==> src/rtl/mecanum_motion_command_mixer_top_defines.svh <==
// Assertion macros for the mecanum motion command mixer.
// Included by the top level; expects clk and rst_n in scope.
`ifndef MECANUM_MOTION_COMMAND_MIXER_TOP_DEFINES_SVH
`define MECANUM_MOTION_COMMAND_MIXER_TOP_DEFINES_SVH

// Same-cycle implication, disabled while in reset
`define MMCM_ASSERT_NOW(label, ante, cons, msg) \
  label: assert property (@(posedge clk) disable iff (!rst_n) (ante) |-> (cons)) \
    else $error(msg);

// Next-cycle implication, disabled while in reset
`define MMCM_ASSERT_NEXT(label, ante, cons, msg) \
  label: assert property (@(posedge clk) disable iff (!rst_n) (ante) |=> (cons)) \
    else $error(msg);

`endif

==> src/rtl/mmcm_pkg.sv <==
// Shared types, constants and the wheel direction table of the mixer.
// No dependencies; every file but the defines header imports it.
package mmcm_pkg;

  localparam int unsigned KIND_W  = 2;
  localparam int unsigned CHAR_W  = 8;
  localparam int unsigned MODE_W  = 3;
  localparam int unsigned REQ_W   = 16;
  localparam int unsigned PCT_W   = 7;
  localparam int unsigned DUTY_W  = 10;
  localparam int unsigned PROD_W  = PCT_W + DUTY_W;

  typedef logic [PCT_W-1:0]  pct_t;
  typedef logic [DUTY_W-1:0] duty_t;
  typedef logic [PROD_W-1:0] prod_t;

  // Command kinds
  typedef enum logic [KIND_W-1:0] {
    KIND_CHAR  = 2'd0,
    KIND_MODE  = 2'd1,
    KIND_SPEED = 2'd2,
    KIND_STOP  = 2'd3
  } kind_t;

  // Motion modes
  typedef enum logic [MODE_W-1:0] {
    MODE_STOP = 3'd0,
    MODE_FWD  = 3'd1,
    MODE_BWD  = 3'd2,
    MODE_LEFT = 3'd3,
    MODE_RIGHT = 3'd4,
    MODE_CCW  = 3'd5,
    MODE_CW   = 3'd6
  } mode_t;

  // Wheel directions
  typedef enum logic [1:0] {
    DIR_OFF = 2'd0,
    DIR_FWD = 2'd1,
    DIR_BWD = 2'd2
  } dir_t;

  typedef struct packed {
    dir_t fl;
    dir_t fr;
    dir_t rl;
    dir_t rr;
  } wheels_t;

  // Configuration register indexes
  typedef enum logic [0:0] {
    REG_DUTY_START = 1'b0,
    REG_DUTY_MAX   = 1'b1
  } reg_idx_t;

  // Command characters
  localparam logic [CHAR_W-1:0] CHAR_FWD   = 8'h66; // f
  localparam logic [CHAR_W-1:0] CHAR_BWD   = 8'h62; // b
  localparam logic [CHAR_W-1:0] CHAR_LEFT  = 8'h6c; // l
  localparam logic [CHAR_W-1:0] CHAR_RIGHT = 8'h72; // r
  localparam logic [CHAR_W-1:0] CHAR_CCW   = 8'h71; // q
  localparam logic [CHAR_W-1:0] CHAR_CW    = 8'h65; // e
  localparam logic [CHAR_W-1:0] CHAR_STOP  = 8'h73; // s
  localparam logic [CHAR_W-1:0] CHAR_UP    = 8'h2b; // +
  localparam logic [CHAR_W-1:0] CHAR_DOWN  = 8'h2d; // -

  // Speed and duty constants
  localparam pct_t  PCT_FULL     = 7'd100;
  localparam pct_t  PCT_STEP     = 7'd5;
  localparam pct_t  PCT_STEP_TOP = 7'd95;
  localparam pct_t  PCT_RESET    = 7'd40;
  localparam duty_t DUTY_START_RESET = 10'd350;
  localparam duty_t DUTY_MAX_RESET   = 10'd999;

  // Divide by 100 as a multiply by ceil(2^24 / 100); exact for products below 2^17
  localparam int unsigned DIV_SHIFT = 24;
  localparam int unsigned RECIP_W   = 18;
  localparam logic [RECIP_W-1:0] DIV_RECIP =
    RECIP_W'(((64'd1 << DIV_SHIFT) + 64'd99) / 64'd100);

  // One command after the state update, carried to the duty pipeline
  typedef struct packed {
    mode_t mode;
    pct_t  speed;
    duty_t start;
    duty_t dmax;
    logic  status;
  } item_t;

  // Wheel directions for each motion mode
  function automatic wheels_t wheel_dirs(input mode_t mode);
    wheels_t w;
    w = '{DIR_OFF, DIR_OFF, DIR_OFF, DIR_OFF};
    case (mode)
      MODE_FWD:   w = '{DIR_FWD, DIR_FWD, DIR_FWD, DIR_FWD};
      MODE_BWD:   w = '{DIR_BWD, DIR_BWD, DIR_BWD, DIR_BWD};
      MODE_LEFT:  w = '{DIR_BWD, DIR_FWD, DIR_FWD, DIR_BWD};
      MODE_RIGHT: w = '{DIR_FWD, DIR_BWD, DIR_BWD, DIR_FWD};
      MODE_CCW:   w = '{DIR_BWD, DIR_FWD, DIR_BWD, DIR_FWD};
      MODE_CW:    w = '{DIR_FWD, DIR_BWD, DIR_FWD, DIR_BWD};
      default:    w = '{DIR_OFF, DIR_OFF, DIR_OFF, DIR_OFF};
    endcase
    return w;
  endfunction

endpackage

==> src/rtl/mmcm_if.sv <==
// Valid/ready channel interfaces for commands and results.
// Depends on mmcm_pkg for field widths and types.
interface mmcm_cmd_if;
  import mmcm_pkg::*;
  logic                valid;
  logic                ready;
  logic [KIND_W-1:0]   kind;
  logic [CHAR_W-1:0]   command_char;
  logic [MODE_W-1:0]   motion_request;
  logic [REQ_W-1:0]    speed_request;

  modport source (output valid, kind, command_char, motion_request, speed_request,
                  input ready);
  modport sink (input valid, kind, command_char, motion_request, speed_request,
                output ready);
endinterface

interface mmcm_res_if;
  import mmcm_pkg::*;
  logic   valid;
  logic   ready;
  mode_t  motion_mode;
  pct_t   speed_percent;
  duty_t  duty;
  dir_t   front_left_dir;
  dir_t   front_right_dir;
  dir_t   rear_left_dir;
  dir_t   rear_right_dir;
  logic   status_report;

  modport source (output valid, motion_mode, speed_percent, duty, front_left_dir,
                  front_right_dir, rear_left_dir, rear_right_dir, status_report,
                  input ready);
  modport sink (input valid, motion_mode, speed_percent, duty, front_left_dir,
                front_right_dir, rear_left_dir, rear_right_dir, status_report,
                output ready);
endinterface

==> src/rtl/mmcm_state.sv <==
// Command decode, mode/speed state and the duty configuration registers.
// Depends on mmcm_pkg and mmcm_if; feeds one item word per command downstream.
module mmcm_state (
  input  logic                clk,
  input  logic                rst_n,
  mmcm_cmd_if.sink            in_cmd,
  input  logic                cfg_we,
  input  mmcm_pkg::reg_idx_t  cfg_index,
  input  mmcm_pkg::duty_t     cfg_data,
  output logic                item_valid,
  input  logic                item_ready,
  output mmcm_pkg::item_t     item
);
  import mmcm_pkg::*;

  duty_t duty_start_r;
  duty_t duty_max_r;
  mode_t mode_r,  mode_nxt;
  pct_t  speed_r, speed_nxt;
  duty_t start_r, start_nxt;
  duty_t dmax_r,  dmax_nxt;
  logic  status_nxt;
  item_t item_r;
  logic  item_valid_r;
  logic  accept;

  // Take a word when the item register is free or being drained
  assign in_cmd.ready = rst_n && (!item_valid_r || item_ready);
  assign accept       = in_cmd.valid && in_cmd.ready;

  // Configuration writes
  always_ff @(posedge clk) begin
    if (!rst_n) begin
      duty_start_r <= DUTY_START_RESET;
      duty_max_r   <= DUTY_MAX_RESET;
    end else if (cfg_we) begin
      unique case (cfg_index)
        REG_DUTY_START: duty_start_r <= cfg_data;
        REG_DUTY_MAX:   duty_max_r   <= cfg_data;
        default:        ;
      endcase
    end
  end

  // Decode the command and compute the next state
  always_comb begin
    mode_nxt   = mode_r;
    speed_nxt  = speed_r;
    start_nxt  = start_r;
    dmax_nxt   = dmax_r;
    status_nxt = 1'b0;
    unique case (kind_t'(in_cmd.kind))
      KIND_CHAR: begin
        status_nxt = 1'b1;
        case (in_cmd.command_char)
          CHAR_FWD:   mode_nxt = MODE_FWD;
          CHAR_BWD:   mode_nxt = MODE_BWD;
          CHAR_LEFT:  mode_nxt = MODE_LEFT;
          CHAR_RIGHT: mode_nxt = MODE_RIGHT;
          CHAR_CCW:   mode_nxt = MODE_CCW;
          CHAR_CW:    mode_nxt = MODE_CW;
          CHAR_STOP:  mode_nxt = MODE_STOP;
          CHAR_UP: begin
            speed_nxt = (speed_r <= PCT_STEP_TOP) ? speed_r + PCT_STEP : PCT_FULL;
            start_nxt = duty_start_r;
            dmax_nxt  = duty_max_r;
          end
          CHAR_DOWN: begin
            speed_nxt = (speed_r >= PCT_STEP) ? speed_r - PCT_STEP : '0;
            start_nxt = duty_start_r;
            dmax_nxt  = duty_max_r;
          end
          default: status_nxt = 1'b0;
        endcase
      end
      KIND_MODE: begin
        if (in_cmd.motion_request <= MODE_CW) mode_nxt = mode_t'(in_cmd.motion_request);
        else mode_nxt = MODE_STOP;
      end
      KIND_SPEED: begin
        if (in_cmd.speed_request > REQ_W'(PCT_FULL)) speed_nxt = PCT_FULL;
        else speed_nxt = in_cmd.speed_request[PCT_W-1:0];
        start_nxt = duty_start_r;
        dmax_nxt  = duty_max_r;
      end
      KIND_STOP: mode_nxt = MODE_STOP;
      default:   ;
    endcase
  end

  // State registers; the duty range is captured whenever the speed is set
  always_ff @(posedge clk) begin
    if (!rst_n) begin
      mode_r  <= MODE_STOP;
      speed_r <= PCT_RESET;
      start_r <= DUTY_START_RESET;
      dmax_r  <= DUTY_MAX_RESET;
    end else if (accept) begin
      mode_r  <= mode_nxt;
      speed_r <= speed_nxt;
      start_r <= start_nxt;
      dmax_r  <= dmax_nxt;
    end
  end

  // Item register toward the duty pipeline
  always_ff @(posedge clk) begin
    if (!rst_n) begin
      item_valid_r <= 1'b0;
    end else if (accept) begin
      item_valid_r <= 1'b1;
    end else if (item_ready) begin
      item_valid_r <= 1'b0;
    end
  end

  always_ff @(posedge clk) begin
    if (accept) begin
      item_r <= '{mode: mode_nxt, speed: speed_nxt, start: start_nxt,
                  dmax: dmax_nxt, status: status_nxt};
    end
  end

  assign item_valid = item_valid_r;
  assign item       = item_r;

endmodule

==> src/rtl/mmcm_duty.sv <==
// Duty mapping pipeline: span product, divide by 100, offset and clamp, result word.
// Depends on mmcm_pkg and mmcm_if.
module mmcm_duty (
  input  logic             clk,
  input  logic             rst_n,
  input  logic             item_valid,
  output logic             item_ready,
  input  mmcm_pkg::item_t  item,
  mmcm_res_if.source       out_res
);
  import mmcm_pkg::*;

  localparam int unsigned MUL_W = PROD_W + RECIP_W;

  typedef struct packed {
    item_t item;
    prod_t prod;
  } s2_t;

  typedef struct packed {
    item_t item;
    duty_t quot;
  } s3_t;

  typedef struct packed {
    mode_t   mode;
    pct_t    speed;
    duty_t   duty;
    wheels_t dirs;
    logic    status;
  } res_t;

  logic v2_r, v3_r, v4_r;
  logic rdy2, rdy3, rdy4;
  s2_t  s2_r;
  s3_t  s3_r;
  res_t res_r, res_nxt;
  duty_t span;
  prod_t prod_nxt;
  logic [MUL_W-1:0]  scaled;
  logic [DUTY_W:0]   sum;
  duty_t duty_map;

  // Each stage moves when it is empty or its successor moves
  assign rdy4       = !v4_r || out_res.ready;
  assign rdy3       = !v3_r || rdy4;
  assign rdy2       = !v2_r || rdy3;
  assign item_ready = rdy2;

  always_ff @(posedge clk) begin
    if (!rst_n) begin
      v2_r <= 1'b0;
      v3_r <= 1'b0;
      v4_r <= 1'b0;
    end else begin
      if (rdy2) v2_r <= item_valid;
      if (rdy3) v3_r <= v2_r;
      if (rdy4) v4_r <= v3_r;
    end
  end

  // Stage 2: speed times span, span zero when the range is inverted
  assign span     = (item.dmax >= item.start) ? item.dmax - item.start : '0;
  assign prod_nxt = PROD_W'(item.speed) * PROD_W'(span);

  always_ff @(posedge clk) begin
    if (rdy2 && item_valid) s2_r <= '{item: item, prod: prod_nxt};
  end

  // Stage 3: divide by 100 through the reciprocal
  assign scaled = MUL_W'(s2_r.prod) * MUL_W'(DIV_RECIP);

  always_ff @(posedge clk) begin
    if (rdy3 && v2_r) s3_r <= '{item: s2_r.item, quot: scaled[DIV_SHIFT +: DUTY_W]};
  end

  // Stage 4: offset, clamp to max, zero for speed zero or stop
  assign sum = {1'b0, s3_r.item.start} + {1'b0, s3_r.quot};

  always_comb begin
    if (s3_r.item.speed == '0) duty_map = '0;
    else if (sum > {1'b0, s3_r.item.dmax}) duty_map = s3_r.item.dmax;
    else duty_map = sum[DUTY_W-1:0];
    res_nxt.mode   = s3_r.item.mode;
    res_nxt.speed  = s3_r.item.speed;
    res_nxt.duty   = (s3_r.item.mode == MODE_STOP) ? '0 : duty_map;
    res_nxt.dirs   = wheel_dirs(s3_r.item.mode);
    res_nxt.status = s3_r.item.status;
  end

  always_ff @(posedge clk) begin
    if (rdy4 && v3_r) res_r <= res_nxt;
  end

  // Drive the result channel
  assign out_res.valid           = v4_r;
  assign out_res.motion_mode     = res_r.mode;
  assign out_res.speed_percent   = res_r.speed;
  assign out_res.duty            = res_r.duty;
  assign out_res.front_left_dir  = res_r.dirs.fl;
  assign out_res.front_right_dir = res_r.dirs.fr;
  assign out_res.rear_left_dir   = res_r.dirs.rl;
  assign out_res.rear_right_dir  = res_r.dirs.rr;
  assign out_res.status_report   = res_r.status;

endmodule

==> src/rtl/mecanum_motion_command_mixer_top.sv <==
// Top level of the mecanum motion command mixer.
// Depends on mmcm_pkg, mmcm_if, mmcm_state, mmcm_duty and the defines header.
//
// One command word in, one result word out. The block takes a command every
// cycle while the pipeline has room. An accepted command passes the item
// register and the duty stages before its result word becomes valid. The
// throughput of one word per cycle is set by the mode/speed state register,
// which updates at acceptance, while the duty mapping (span product, divide by
// 100 via reciprocal multiply, offset and clamp) runs in three further
// registered stages. The pipeline stages fill bubbles independently, so
// commands keep flowing while a result waits on the output, until four words
// are held inside. duty_start and duty_max are captured with the speed, so a
// new value takes effect at the next command that sets or steps the speed.
`include "mecanum_motion_command_mixer_top_defines.svh"

module mecanum_motion_command_mixer_top (
  input  logic                clk,
  input  logic                rst_n,
  mmcm_cmd_if.sink            in_cmd,
  mmcm_res_if.source          out_res,
  input  logic                cfg_we,
  input  mmcm_pkg::reg_idx_t  cfg_index,
  input  mmcm_pkg::duty_t     cfg_data
);
  import mmcm_pkg::*;

  logic  item_valid;
  logic  item_ready;
  item_t item;

  mmcm_state u_state (
    .clk        (clk),
    .rst_n      (rst_n),
    .in_cmd     (in_cmd),
    .cfg_we     (cfg_we),
    .cfg_index  (cfg_index),
    .cfg_data   (cfg_data),
    .item_valid (item_valid),
    .item_ready (item_ready),
    .item       (item)
  );

  mmcm_duty u_duty (
    .clk        (clk),
    .rst_n      (rst_n),
    .item_valid (item_valid),
    .item_ready (item_ready),
    .item       (item),
    .out_res    (out_res)
  );

  // A stop command leaves a stopped item in the next cycle
  `MMCM_ASSERT_NEXT(a_stop_cmd, rst_n && in_cmd.valid && in_cmd.ready && in_cmd.kind == KIND_STOP, item_valid && item.mode == MODE_STOP, "stop command did not stop")

  // A stopped result drives no duty and no wheel
  `MMCM_ASSERT_NOW(a_stop_idle, out_res.valid && out_res.motion_mode == MODE_STOP, out_res.duty == '0 && out_res.front_left_dir == DIR_OFF && out_res.front_right_dir == DIR_OFF && out_res.rear_left_dir == DIR_OFF && out_res.rear_right_dir == DIR_OFF, "stopped result is driving")

  // Speed stays within percent range
  `MMCM_ASSERT_NOW(a_speed_range, out_res.valid, out_res.speed_percent <= PCT_FULL, "speed above full scale")

endmodule

==> src/flat_wrapper.sv <==
// flat-port wrapper written by rule: the top's interface ports become plain ports
module mecanum_motion_command_mixer_top_flat import mmcm_pkg::*;
  (clk, rst_n, cfg_we, cfg_index, cfg_data, in_cmd_valid, in_cmd_kind, in_cmd_command_char, in_cmd_motion_request, in_cmd_speed_request, in_cmd_ready, out_res_valid, out_res_motion_mode, out_res_speed_percent, out_res_duty, out_res_front_left_dir, out_res_front_right_dir, out_res_rear_left_dir, out_res_rear_right_dir, out_res_status_report, out_res_ready);
  mmcm_cmd_if in_cmd_i ();
  mmcm_res_if out_res_i ();
  input  logic clk;
  input  logic rst_n;
  input  logic cfg_we;
  input  mmcm_pkg::reg_idx_t cfg_index;
  input  mmcm_pkg::duty_t cfg_data;
  input wire logic [$bits(in_cmd_i.valid)-1:0] in_cmd_valid;
  input wire logic [$bits(in_cmd_i.kind)-1:0] in_cmd_kind;
  input wire logic [$bits(in_cmd_i.command_char)-1:0] in_cmd_command_char;
  input wire logic [$bits(in_cmd_i.motion_request)-1:0] in_cmd_motion_request;
  input wire logic [$bits(in_cmd_i.speed_request)-1:0] in_cmd_speed_request;
  output wire logic [$bits(in_cmd_i.ready)-1:0] in_cmd_ready;
  output wire logic [$bits(out_res_i.valid)-1:0] out_res_valid;
  output wire logic [$bits(out_res_i.motion_mode)-1:0] out_res_motion_mode;
  output wire logic [$bits(out_res_i.speed_percent)-1:0] out_res_speed_percent;
  output wire logic [$bits(out_res_i.duty)-1:0] out_res_duty;
  output wire logic [$bits(out_res_i.front_left_dir)-1:0] out_res_front_left_dir;
  output wire logic [$bits(out_res_i.front_right_dir)-1:0] out_res_front_right_dir;
  output wire logic [$bits(out_res_i.rear_left_dir)-1:0] out_res_rear_left_dir;
  output wire logic [$bits(out_res_i.rear_right_dir)-1:0] out_res_rear_right_dir;
  output wire logic [$bits(out_res_i.status_report)-1:0] out_res_status_report;
  input wire logic [$bits(out_res_i.ready)-1:0] out_res_ready;
  assign in_cmd_i.valid = in_cmd_valid;
  assign in_cmd_i.kind = in_cmd_kind;
  assign in_cmd_i.command_char = in_cmd_command_char;
  assign in_cmd_i.motion_request = in_cmd_motion_request;
  assign in_cmd_i.speed_request = in_cmd_speed_request;
  assign in_cmd_ready = in_cmd_i.ready;
  assign out_res_valid = out_res_i.valid;
  assign out_res_motion_mode = out_res_i.motion_mode;
  assign out_res_speed_percent = out_res_i.speed_percent;
  assign out_res_duty = out_res_i.duty;
  assign out_res_front_left_dir = out_res_i.front_left_dir;
  assign out_res_front_right_dir = out_res_i.front_right_dir;
  assign out_res_rear_left_dir = out_res_i.rear_left_dir;
  assign out_res_rear_right_dir = out_res_i.rear_right_dir;
  assign out_res_status_report = out_res_i.status_report;
  assign out_res_i.ready = out_res_ready;
  mecanum_motion_command_mixer_top u_core (.clk(clk), .rst_n(rst_n), .in_cmd(in_cmd_i), .out_res(out_res_i), .cfg_we(cfg_we), .cfg_index(cfg_index), .cfg_data(cfg_data));
endmodule
==> config.mk <==
export PLATFORM = sky130hd
export DESIGN_NAME = mecanum_motion_command_mixer_top_flat
export DESIGN_NICKNAME = d
export VERILOG_FILES = /design/src/rtl/mmcm_pkg.sv /design/src/rtl/mmcm_if.sv /design/src/rtl/mmcm_state.sv /design/src/rtl/mmcm_duty.sv /design/src/rtl/mecanum_motion_command_mixer_top.sv /design/src/flat_wrapper.sv
export VERILOG_INCLUDE_DIRS = /design/src /design/src/rtl
export SDC_FILE = /design/constraint.sdc
export NUM_CORES = 1
export LEC_CHECK = 0
export BUFFER_PORTS_ARGS = -buffer_cell sky130_fd_sc_hd__buf_2
export CORE_ASPECT_RATIO = 0.9
export CORE_UTILIZATION = 63
export DETAILED_ROUTE_END_ITERATION = 16
export MAX_ROUTING_LAYER = met4
export PLACE_DENSITY = 0.81
export SLEW_MARGIN = 5
export SYNTH_ARGS = -nofsm -noshare
export SYNTH_HDL_FRONTEND = slang
export SYNTH_SLANG_ARGS = --single-unit
==> constraint.sdc <==
create_clock -name clk -period 8.46 [get_ports clk]
set_input_delay 2.538 -clock clk [delete_from_list [all_inputs] [get_ports clk]]
set_output_delay 2.538 -clock clk [all_outputs]
set_load 0.02 [all_outputs]
* After elaboration in Yosys (flattened, before gate mapping)
Cells that the tools add are included.
** Operators by class
- Add/subtract/negate cells :: 4
- Multiply operators :: 2
- Divide/modulo/power cells :: 0
- Order comparisons :: 6
- Equality and inequality tests :: 18
- Shift-type cells :: 0
- Multiplexer cells :: 18
- Bitwise logic cells :: 1
- Reductions and logical operators :: 22
** Operator list (number)
- $eq A8 B7 Y1 const B :: 7
- $pmux W8 S6 :: 1
- $mux W10 :: 4
- $pmux W10 S2 :: 2
- $mul A17 B18 Y34 const B :: 1
- $pmux W7 S2 :: 2
- $mux W7 :: 3
- $pmux W3 S7 :: 1
- $mul A7 B10 Y17 :: 1
- $eq A8 B6 Y1 const B :: 2
- $gt A16 B7 Y1 const B :: 1
- $add A10 B10 Y11 :: 1
- $gt A11 B10 Y1 :: 1
- $ge A10 B10 Y1 :: 1
- $sub A10 B10 Y10 :: 1
- $eq A3 B3 Y1 const B :: 3
- $pmux W3 S3 :: 1
- $reduce_or A9 Y1 :: 1
- $add A7 B3 Y7 const B :: 1
- $ge A7 B3 Y1 const B :: 1
- $le A7 B7 Y1 const B :: 1
- $logic_not A7 Y1 :: 1
- $sub A7 B3 Y7 const B :: 1
- $eq A3 B2 Y1 const B :: 2
- 15 further kinds :: 30
** Word-level totals
- Bits in registers :: 203
- Bits in latches :: 0
- Bits in writable memories :: 0
- ROM bits :: 0
- Output and inout bits :: 31
- Memories kept :: 0

* Longest topological paths before layout
Gate-level depths: netlist (run 1).
- Word-level depth :: 8
- Depth in mapped cells :: 29
- Mapped depth without buffers :: 28

* Hierarchy
From an unflattened synthesis (run 1), not the netlist that was laid out.
** Second synthesis, totals
- Cell total of the unflattened synthesis :: 1522
- Area total of the unflattened synthesis :: 16365.7 um^2
** By module, submodules not included
- mmcm_duty :: times used 1, cells an instance 1072, area each 12244.2 um^2, sequential area each 3603.5 um^2
- mmcm_state :: times used 1, cells an instance 450, area each 4121.5 um^2, sequential area each 1951.9 um^2

* Worst setup path before layout (run 1)
OpenSTA, ideal clock, no wires.
- Path type :: input to register
- From :: in out_res_ready
- To :: reg u_core.u_duty.s2_r[0] (netlist name), enable pin
- Arrival time :: 6.310 ns
- Path slack :: 1.622 ns
- Cell stages on the path :: 3
- Buffers on the path :: 0
- Cell sequence :: nor2b_1 > and2_1 > a21boi_0
** Between the ends
- Word-level cells in the longest chain between the ends :: 4
** Ends and longest elaborated chain
- from (decl) :: line flat_wrapper.sv:26 : input wire logic [$bits(out_res_i.ready)-1:0] out_res_ready;
- $logic_or A1 B1 Y1 :: line mmcm_duty.sv:45 : assign rdy4 = !v4_r || out_res.ready;
- $logic_or A1 B1 Y1 :: line mmcm_duty.sv:46 : assign rdy3 = !v3_r || rdy4;
- $logic_or A1 B1 Y1 :: line mmcm_duty.sv:47 : assign rdy2 = !v2_r || rdy3;
- $logic_and A1 B1 Y1 :: line mmcm_duty.sv:67 : if (rdy2 && item_valid) s2_r <= '{item: item, prod: prod_nxt};
- to (signal assigned) :: line mmcm_duty.sv:67
- to (decl) :: line mmcm_duty.sv:35 : s2_t s2_r;
No other way between the ends.
A chain may end at the register's enable or synchronous reset.

* Worst setup path after layout (run 1)
- From :: reg u_core.u_state.item_r (netlist bit u_core.u_state.item[1])
- To :: reg u_core.u_duty.s2_r[15] (netlist name), data pin
** Between the ends
- Word-level cells in the longest chain between the ends :: 3
- Elaborated cells on any way between the ends :: 4
- Classes of those cells :: add/sub (1); mul (1); order compare (1); mux (1)
** Ends and longest elaborated chain
- from (decl) :: line mmcm_state.sv:23 : item_t item_r;
- from (signal assigned) :: line mmcm_state.sv:119 : item_r <= '{mode: mode_nxt, speed: speed_nxt, start: start_nxt,
- $sub A10 B10 Y10 or $ge A10 B10 Y1 (tied branches) :: line mmcm_duty.sv:63 : assign span = (item.dmax >= item.start) ? item.dmax - item.start : '0;
- $mux W10 (*) :: line mmcm_duty.sv:63
- $mul A7 B10 Y17 (*) :: line mmcm_duty.sv:64 : assign prod_nxt = PROD_W'(item.speed) * PROD_W'(span);
- net u_core.u_duty.prod_nxt[15] :: line mmcm_duty.sv:39 : prod_t prod_nxt;
Mark *: on every way through the listed nets, which the timed path passes. The rest lies on a longest branch.

==> impl_results.md, run 1 <==
- Post-synthesis async set-or-reset flop share: 0
- WHS Endpoint: u_core.u_duty.s3_r[27]$_DFFE_PP_
- Mapped Cells: 1,500
- Placed cell count: 1,890
- Htree depth: 1
- Total wire length: 33,400 um
- Synth Area in Adders: 0.347
- Max cap viols: 0
- Final worst slack: 1720 ps
- Synth top area share: 0.278
- Register bit count reported by yosys: 203
- Vias in the first global route: 11,242
- Maximum clock path buffer count: 3
- Drt via density: 5.60
- Top FF cell, synth: edfxtp_1
- Post-CTS Hold Buffers: 0
- Worst Hold Class: reg2reg
- Fin nets: 1,972
- TritonRoute pass-1 iters: 5
- Gr ovfl total: 0
- Antenna cells: 0
- Pin count of the biggest net entering global routing: 55
- Crit path arrival time: 6990 ps
- Synth area leaders: edfxtp_1 (28%), fa_1 (19%), ha_1 (16%)
- Slew Viols, Final: 0
- R2r setup slk: 1720 ps
- Reg-to-Reg Start: u_core.u_state.item[1]$_DFFE_PP_
- Hold path start: u_core.u_duty.s2_r[34]$_DFFE_PP_
- Non-Filler Instances: 1,928
- Post-synthesis xor/xnor area fraction: 0.0234
- Num CTS Buffers: 21
- Run status: finished, final reports clean
- Synth cell types: 75
- Actual slew at the worst max-slew pin: 1160 ps
- Main combinational cell family by area after synthesis: adder cells
- Starting density of the core: 0.640
- Worst-skew pair later-pin latency: 500 ps
- Die width: 170 um
- RSZ-0062 raised after global routing: false
- Core Area: 0.0251 mm^2
- DRC errors left: 0
- Hold Fails Final Rpt: 0
- Mapped cell area: 0.0161 mm^2
- Drt first-iter violations: 808
- Startpoint types: flip-flop
- Setup-failing EPs final: 0
- Most common cell in the netlist: inv_1
- IO buf count: 75
- Number of top-level pins: 76
- Post-synth EDFFs: 149
- WL/cell: 17.3 um
- Hold Path Cell Cnt: 0
- Post-synthesis sequential area ratio: 0.346
- Detailed-route via count: 10,790
- Area Growth Syn to Fin: 8.62%
- CTS tree: built
- Overall routing resource usage: 0.278
- Fmax achieved: 148 MHz
- CTS Root Cell: clkbuf_16
- First-pass GRT wire length: 55,300 um
- Crit Path Max Fanout: 9
- Req. time, crit path: 8710 ps
- Clk sinks: 203
- Mux share of post-synthesis cell area: 0.0130
- Final period util: 0.796
- Worst reg2reg endpoint: u_core.u_duty.s2_r[15]$_DFFE_PP_
- Worst R2R Path Depth: 26
- Syn. warnings: 0
- Syn_area_per_cell: 10.7 um^2
- DRT antenna net count: 0
- Core Rows: 55
- Dominant cell type by area after synthesis: edfxtp_1
- Die ar.: 0.0262 mm^2
- Hpwl dp: 26,400 um
- Resized cells post-CTS: 0
- Setup slack at placement: 1790 ps
- Worst rel slew slack: 0.228
- Top cells by count, synth: inv_1 (270), ha_1 (207), edfxtp_1 (149), fa_1 (149), nand2_1 (124)
- GP Congestion: 0.960
- Die height: 154 um
- Simple-gate share of the synthesized area: 0.111
- Critical path endpoint category: flip-flop
- Post-synthesis compound-gate area fraction: 0.0894
- Synth Net Count: 1,901
- Post-CTS setup buffers: 0
- Clock period minus final worst setup slack: 6740 ps
- Share of cells above drive strength 1: 0.0921
- Worst-path clk slew: 70 ps
- Initial antenna violation count: 0
- Critical path class: reg2reg
- CP Launch Point: u_core.u_state.item[1]$_DFFE_PP_
- Clk_skew: 10.6 ps
- Final setup TNS: 0 ps
## cells in the final DEF (no fill, tap or decap), types with 35 or more instances in the layout
cell type and n:
ha_1 207, and2_1 63, dfxtp_1 54, buf_2 75
nand3_1 35, inv_1 270, fa_1 149, edfxtp_1 149
o21ai_0 41, a21oi_1 38, nor2_1 75, nand2_1 124
## state kept, by name, indices dropped and copies added, names as in the netlist, 2 cells and up
register / cells
u_core.u_duty.out_res.rear_left_dir: 2
u_core.u_state.item: 31
u_core.u_duty.s2_r: 48
u_core.u_duty.res_nxt: 11
u_core.u_state.mode_r: 3
u_core.u_duty.out_res.speed_percent: 7
u_core.u_duty.out_res.duty: 10
u_core.u_state.dmax_r: 10
u_core.u_duty.s3_r: 30
u_core.u_duty.out_res.rear_right_dir: 2
u_core.u_duty.out_res.front_left_dir: 2
u_core.u_state.duty_start_r: 10
u_core.u_duty.out_res.front_right_dir: 2
u_core.u_duty.out_res.motion_mode: 3
u_core.u_state.speed_r: 7
u_core.u_state.duty_max_r: 10
u_core.u_state.start_r: 10
## cells by family after synthesis
kind of cell,Yosys count
AOI/OAI and AO/OA,208
xor gates and xnor gates,43
adders and majority gates,356
buffers and inverters,302
DFF,203
muxes,20
and+or+nand+nor,368
## final cells by class
cell class / count / area [um^2]
multi-input cells: 995 / 9400
fillers: 1802 / 7660
flip-flops and latches: 203 / 5560
inverters: 272 / 1020
clock buffers: 29 / 597
well taps: 342 / 428
repair buffers: 78 / 398
clock inverters: 9 / 63.8
## routing by layer
layer | global-route usage | vias up | wire length, um
met5 | - | - | 0
met4 | 0.0601 | 0 | 611
met3 | 0.0517 | 54 | 1930
met2 | 0.454 | 296 | 16200
met1 | 0.362 | 5287 | 14700
li1 | - | 5153 | -
## worst max-delay path by stage
stage	endpoint	slack (ps)
2_1_floorplan	u_core.u_duty.s2_r[0]$_DFFE_PP_	1620
3_3_place_gp	u_core.u_duty.s2_r[15]$_DFFE_PP_	1990
5_1_grt	u_core.u_duty.s2_r[15]$_DFFE_PP_	1210
6_report	u_core.u_duty.s2_r[15]$_DFFE_PP_	1720
4_1_cts	u_core.u_duty.s2_r[15]$_DFFE_PP_	1720
3_5_place_dp	u_core.u_duty.s2_r[15]$_DFFE_PP_	1790
## worst max-delay path, cell delays in order, from the launching register on
cell and delay [ps]:
edfxtp_1 390, inv_1 70, ha_1 180, inv_1 80, fa_1 470, nand2_1 90, nand2_1 50, a21oi_1 270
o21ai_0 130, nor2_1 150, o21a_1 320, nor2b_1 170, and2_1 210, fa_1 510, fa_1 530, fa_1 540
inv_1 50, fa_1 530, inv_1 40, ha_1 360, a21o_1 210, a31o_2 210, a41o_1 260, o41ai_2 280
o21bai_1 100, a21oi_1 180, xnor2_1 80
## metrics by stage
step	hold slack, ps	util	instance area, um^2
CTS	419	0.695	17500
global route	425	0.695	17500
finish	418	0.695	17500
floorplan	400	-	16100
detailed placement	405	0.669	16800
global placement	401	0.669	16800
Power of run 1 is left out: the tool's default activity adds up to more than one toggle a clock period on the data nets, which glitch-free logic cannot reach.
==> run 2: changes to the inputs <==
==> constraint.sdc (replaced) <==
create_clock -name clk -period 7 [get_ports clk]
set_input_delay 2.1 -clock clk [delete_from_list [all_inputs] [get_ports clk]]
set_output_delay 2.1 -clock clk [all_outputs]
set_load 0.02 [all_outputs]
==> impl_results.md, run 2 (synthesis gave the netlist of run 1 again) <==
- Run status: finished, final reports clean
- Post-CTS setup buffers: 0 (unchanged)
- CTS Root Cell: clkbuf_16
- DRT antenna net count: 0 (unchanged)
- Worst rel slew slack: 0.224 (-0.00453)
- CTS tree: built
- Starting density of the core: 0.640 (unchanged)
- TritonRoute pass-1 iters: 5 (unchanged)
- Critical path endpoint category: flip-flop
- Core Area: 0.0251 mm^2 (unchanged)
- Num CTS Buffers: 22 (+4.8%)
- Sequential cell area: 0.00556 mm^2 (unchanged)
- Largest register FFs: 48 (unchanged)
- Htree depth: 1 (unchanged)
- Startpoint types: flip-flop
- Fill cell count: 1,770 (-1.8%)
- Worst-skew pair later-pin latency: 510 ps (about the same)
- Drt via density: 5.61 (+0.30%)
- Drt first-iter violations: 973 (+20%)
- Max cap viols: 0 (unchanged)
- Fmax achieved: 153 MHz (+3.1%)
- Maximum clock path buffer count: 3 (unchanged)
- Commonest non-fill, non-tap cell in the layout: inv_1
- DRC errors left: 0 (unchanged)
- Fin util: 0.696 (+0.00140)
- Setup-failing EPs final: 0 (unchanged)
- Resized cells post-CTS: 0 (unchanged)
- Hold Fails Final Rpt: 0 (unchanged)
- Core Rows: 55 (unchanged)
- Detailed-route via count: 10,845 (+0.51%)
- Pin count of the biggest net entering global routing: 55 (unchanged)
- Clock period minus final worst setup slack: 6530 ps (-202 ps)
- Crit path arrival time: 6780 ps (-210 ps)
- Die width: 170 um (unchanged)
- First-pass GRT wire length: 55,100 um (-0.45%)
- Worst Hold Class: reg2reg
- GP Congestion: 0.943 (-1.7%)
- Biggest register: u_core.u_duty.s2_r
- Share of cells above drive strength 1: 0.0956 (+0.00354)
- Crit Path Max Fanout: 9 (unchanged)
- IO buf count: 75 (unchanged)
- Antenna cells: 0 (unchanged)
- Initial antenna violation count: 0 (unchanged)
- Clk_skew: 17.6 ps (+7.08 ps)
- Clk sinks: 203 (unchanged)
- Worst-path clk slew: 60 ps (about the same)
- Final period util: 0.933 (+0.137)
- Hpwl dp: 26,400 um (-0.10%)
- Gr ovfl total: 0 (unchanged)
- Area Growth Syn to Fin: 8.83%
- Post-CTS Hold Buffers: 0 (unchanged)
- Dpl cell area: 0.0168 mm^2 (about the same)
- Final Cell Area: 0.0175 mm^2 (+0.20%)
- Most frequent cells in the layout: inv_1 (270), ha_1 (207), fa_1 (149), edfxtp_1 (149), nand2_1 (124)
- R2r setup slk: 470 ps (-1260 ps)
- Actual slew at the worst max-slew pin: 1160 ps (+6.77 ps)
- Number of top-level pins: 76 (unchanged)
- WL/cell: 17.1 um (-1.3%)
- Vias in the first global route: 11,204 (-0.34%)
- Die ar.: 0.0262 mm^2 (unchanged)
- Total wire length: 33,100 um (-1.1%)
- Critical path class: reg2reg
- Slew Viols, Final: 0 (unchanged)
- Fin nets: 1,975 (+0.15%)
- Req. time, crit path: 7250 ps (-1460 ps)
- RSZ-0062 raised after global routing: false
- Multi-input combinational cell area: 0.00940 mm^2 (about the same)
- Final setup TNS: 0 ps (unchanged)
- Die height: 154 um (unchanged)
- Hold WS: 412 ps (-6.01 ps)
- Overall routing resource usage: 0.276 (-0.00150)
run 2: final cells by class:
type,instances,share of cell area
clock inverter,14,0.00572
timing repair buffer,80,0.0236
inverter,272,0.0584
sequential,203,0.318
multi-input combinational,995,0.537
tap,342,0.0245
clock buffer,26,0.0329
run 2: per-layer routing:
metal,GRT usage,up-vias,share of wire
li1,-,5174,-
met1,0.369,5305,0.44
met2,0.439,306,0.48
met3,0.0523,60,0.065
met4,0.0639,0,0.021
met5,-,-,0
run 2: path summary, 6_finish.rpt:
path | start | endpoint | depth (start not counted)
max | u_core.u_state.item[1]$_DFFE_PP_ | u_core.u_duty.s2_r[15]$_DFFE_PP_ | 26
min | u_core.u_duty.s2_r[21]$_DFFE_PP_ | u_core.u_duty.s3_r[14]$_DFFE_PP_ | 0
max reg2reg | u_core.u_state.item[1]$_DFFE_PP_ | u_core.u_duty.s2_r[15]$_DFFE_PP_ | 26
min reg2reg | u_core.u_duty.s2_r[21]$_DFFE_PP_ | u_core.u_duty.s3_r[14]$_DFFE_PP_ | 0
run 2: critical path, stage by stage, from the launching register on:
cell      delay (ps)
edfxtp_1         390
inv_1             80
ha_1             170
inv_1             60
fa_1             450
nand2_1           90
nand2_1           60
a21oi_2          200
o21ai_0          100
nor2_1           160
o21a_2           260
nor2b_1          150
and2_1           200
fa_1             510
fa_1             520
fa_1             540
inv_1             50
fa_1             530
inv_1             40
ha_1             350
a21o_1           200
a31o_2           220
a41o_1           270
o41ai_2          300
o21bai_1         100
a21oi_1          190
xnor2_1           90
run 2: metrics by stage:
step,setup slack [ps],instances
3_5_place_dp,300,1892
6_report,467,1932
2_1_floorplan,600,1500
5_1_grt,76.5,1932
4_1_cts,280,1932
3_3_place_gp,527,1892
Power of run 2 is left out for the same reason.
==> run 3: changes to the inputs <==
--- a/config.mk
+++ b/config.mk
@@ -12,6 +12,7 @@
 export DETAILED_ROUTE_END_ITERATION = 16
 export MAX_ROUTING_LAYER = met4
 export PLACE_DENSITY = 0.81
+export REMOVE_ABC_BUFFERS = 1
 export SLEW_MARGIN = 5
 export SYNTH_ARGS = -nofsm -noshare
 export SYNTH_HDL_FRONTEND = slang
==> impl_results.md, run 3 (synthesis gave the netlist of run 1 again) <==
- Run status: finished, final reports clean
- Clk sinks: 203 (unchanged)
- Gr ovfl total: 0 (unchanged)
- CTS Root Cell: clkbuf_16
- Final setup TNS: 0 ps (unchanged)
- Startpoint types: flip-flop
- Largest register FFs: 48 (unchanged)
- Hold path start: u_core.u_duty.s2_r[43]$_DFFE_PP_
- Sequential cell area: 0.00556 mm^2 (unchanged)
- Largest stage delay, worst path: 540 ps (about the same)
- Die height: 154 um (unchanged)
- Core Rows: 55 (unchanged)
- Post-CTS Hold Buffers: 0 (unchanged)
- Drt first-iter violations: 705 (-28%)
- Detailed-route via count: 10,942 (+0.89%)
- GP Congestion: 0.947 (+0.40%)
- Biggest register: u_core.u_duty.s2_r
- TritonRoute pass-1 iters: 5 (unchanged)
- Critical path endpoint category: flip-flop
- Slew Viols, Final: 0 (unchanged)
- Met2 Track Usage GR: 0.453 (+0.0141)
- R2r setup slk: 410 ps (-60 ps)
- DRC errors left: 0 (unchanged)
- WL/cell: 17.5 um (+2.1%)
- Fin nets: 1,976 (+0.051%)
- Reg-to-Reg Start: u_core.u_state.item[1]$_DFFE_PP_
- Clock period minus final worst setup slack: 6590 ps (+61.3 ps)
- Worst R2R Path Depth: 26 (unchanged)
- Max cap viols: 0 (unchanged)
- Crit Path Max Fanout: 9 (unchanged)
- Setup-failing EPs final: 0 (unchanged)
- CTS tree: built
- Hold Path Cell Cnt: 0 (unchanged)
- Met3 GRT Util: 0.0422 (-0.0100)
- Clk_skew: 16.4 ps (-1.25 ps)
- Post-CTS setup buffers: 0 (unchanged)
- Final period util: 0.942 (+0.00875)
- Fmax achieved: 152 MHz (-0.93%)
- Htree depth: 1 (unchanged)
- Num CTS Buffers: 21 (-4.5%)
- IO buf count: 75 (unchanged)
- Crit path arrival time: 6840 ps (+60 ps)
- Worst Hold Class: reg2reg
- Worst-path clk slew: 60 ps (about the same)
- Resized cells post-CTS: 0 (unchanged)
- Hold Fails Final Rpt: 0 (unchanged)
- Worst-skew pair later-pin latency: 500 ps (about the same)
- Grt peak-use layer: met2
- Worst reg2reg endpoint: u_core.u_duty.s2_r[15]$_DFFE_PP_
- Vias in the first global route: 10,981 (-2.0%)
- Maximum clock path buffer count: 3 (unchanged)
- DRT antenna net count: 0 (unchanged)
- GR Layer Usage met1: 0.366 (-0.00347)
- Total wire length: 33,700 um (+2.1%)
- Critical path class: reg2reg
- Hpwl dp: 26,400 um (about the same)
- Fill cell count: 1,821 (+2.9%)
- Area Growth Syn to Fin: 8.73%
- Die width: 170 um (unchanged)
- Actual slew at the worst max-slew pin: 990 ps (-172 ps)
- Multi-input combinational cell area: 0.00940 mm^2 (about the same)
- RSZ-0062 raised after global routing: false
- Share of cells above drive strength 1: 0.0919 (-0.00366)
- Crit-path most repeated cell: fa_1
- Slowest CP cell: fa_1
- Core Area: 0.0251 mm^2 (unchanged)
- Drt via density: 5.67 (+0.95%)
- Pin count of the biggest net entering global routing: 52 (-5.5%)
- WHS Endpoint: u_core.u_duty.res_nxt[24]$_DFFE_PP_
- Die ar.: 0.0262 mm^2 (unchanged)
- Commonest non-fill, non-tap cell in the layout: inv_1
- Worst rel slew slack: 0.338 (+0.114)
- First-pass GRT wire length: 54,600 um (-0.76%)
- Overall routing resource usage: 0.276 (about the same)
- Starting density of the core: 0.640 (unchanged)
- Number of top-level pins: 76 (unchanged)
- Initial antenna violation count: 1 (+1)
- Req. time, crit path: 7250 ps (about the same)
- Most frequent cells in the layout: inv_1 (270), ha_1 (207), fa_1 (149), edfxtp_1 (149), nand2_1 (124)
==> run 3: cell types whose count changed in the layout (fill, tap and decap cells not counted), sizes merged <==
cell      change
inv           -2
buf           +2
diode         +1
clkbuf        +2
bufinv        +1
clkinv        -6
clkinvlp      +1
==> run 3: final cells by class <==
cell class                 instances  area share
antenna                            1    0.000143
clock buffer                      28      0.0328
clock inverter                     8     0.00408
inverter                         272      0.0584
multi-input combinational        995       0.538
sequential                       203       0.318
tap                              342      0.0245
timing repair buffer              82      0.0245
==> run 3: routing by layer <==
layer  vias up  wire length (um)  part of all wire
li1       5169                 -                 -
met1      5395             14800              0.44
met2       324             16300              0.48
met3        54              2020             0.060
met4         0               641             0.019
met5         -                 0                 0
==> run 3: how the worst max path moves through the flow <==
stage	from	endpoint
5_1_grt	u_core.u_state.item[1]$_DFFE_PP_	u_core.u_duty.s2_r[15]$_DFFE_PP_
4_1_cts	u_core.u_state.item[1]$_DFFE_PP_	u_core.u_duty.s2_r[15]$_DFFE_PP_
3_3_place_gp	u_core.u_state.item[1]$_DFFE_PP_	u_core.u_duty.s2_r[15]$_DFFE_PP_
6_report	u_core.u_state.item[1]$_DFFE_PP_	u_core.u_duty.s2_r[15]$_DFFE_PP_
3_5_place_dp	u_core.u_state.item[1]$_DFFE_PP_	u_core.u_duty.s2_r[15]$_DFFE_PP_
2_1_floorplan	out_res_ready	u_core.u_duty.s2_r[0]$_DFFE_PP_
==> run 3: critical path: cells and delay by family (launching register included) <==
family	cells	cell delay [ps]
adders and majority gates	7	3050
buffers and inverters	4	230
DFF	1	410
AOI/OAI and AO/OA	9	1930
and+or+nand+nor	5	630
xor gates and xnor gates	1	80
==> run 3: metrics by stage <==
| stage | cell area (um^2) | utilization | std cells | setup slack (ps) | hold WS, ps |
|---|---|---|---|---|---|
| finish | 17500 | 0.696 | 1931 | 406 | 418 |
| global route | 17500 | 0.696 | 1931 | 36.6 | 425 |
| CTS | 17500 | 0.696 | 1930 | 305 | 419 |
| detailed placement | 16800 | 0.670 | 1894 | 363 | 405 |
| global placement | 16800 | 0.670 | 1894 | 534 | 402 |
| floorplan | 16000 | - | 1470 | 600 | 400 |
Power of run 3 is left out for the same reason.
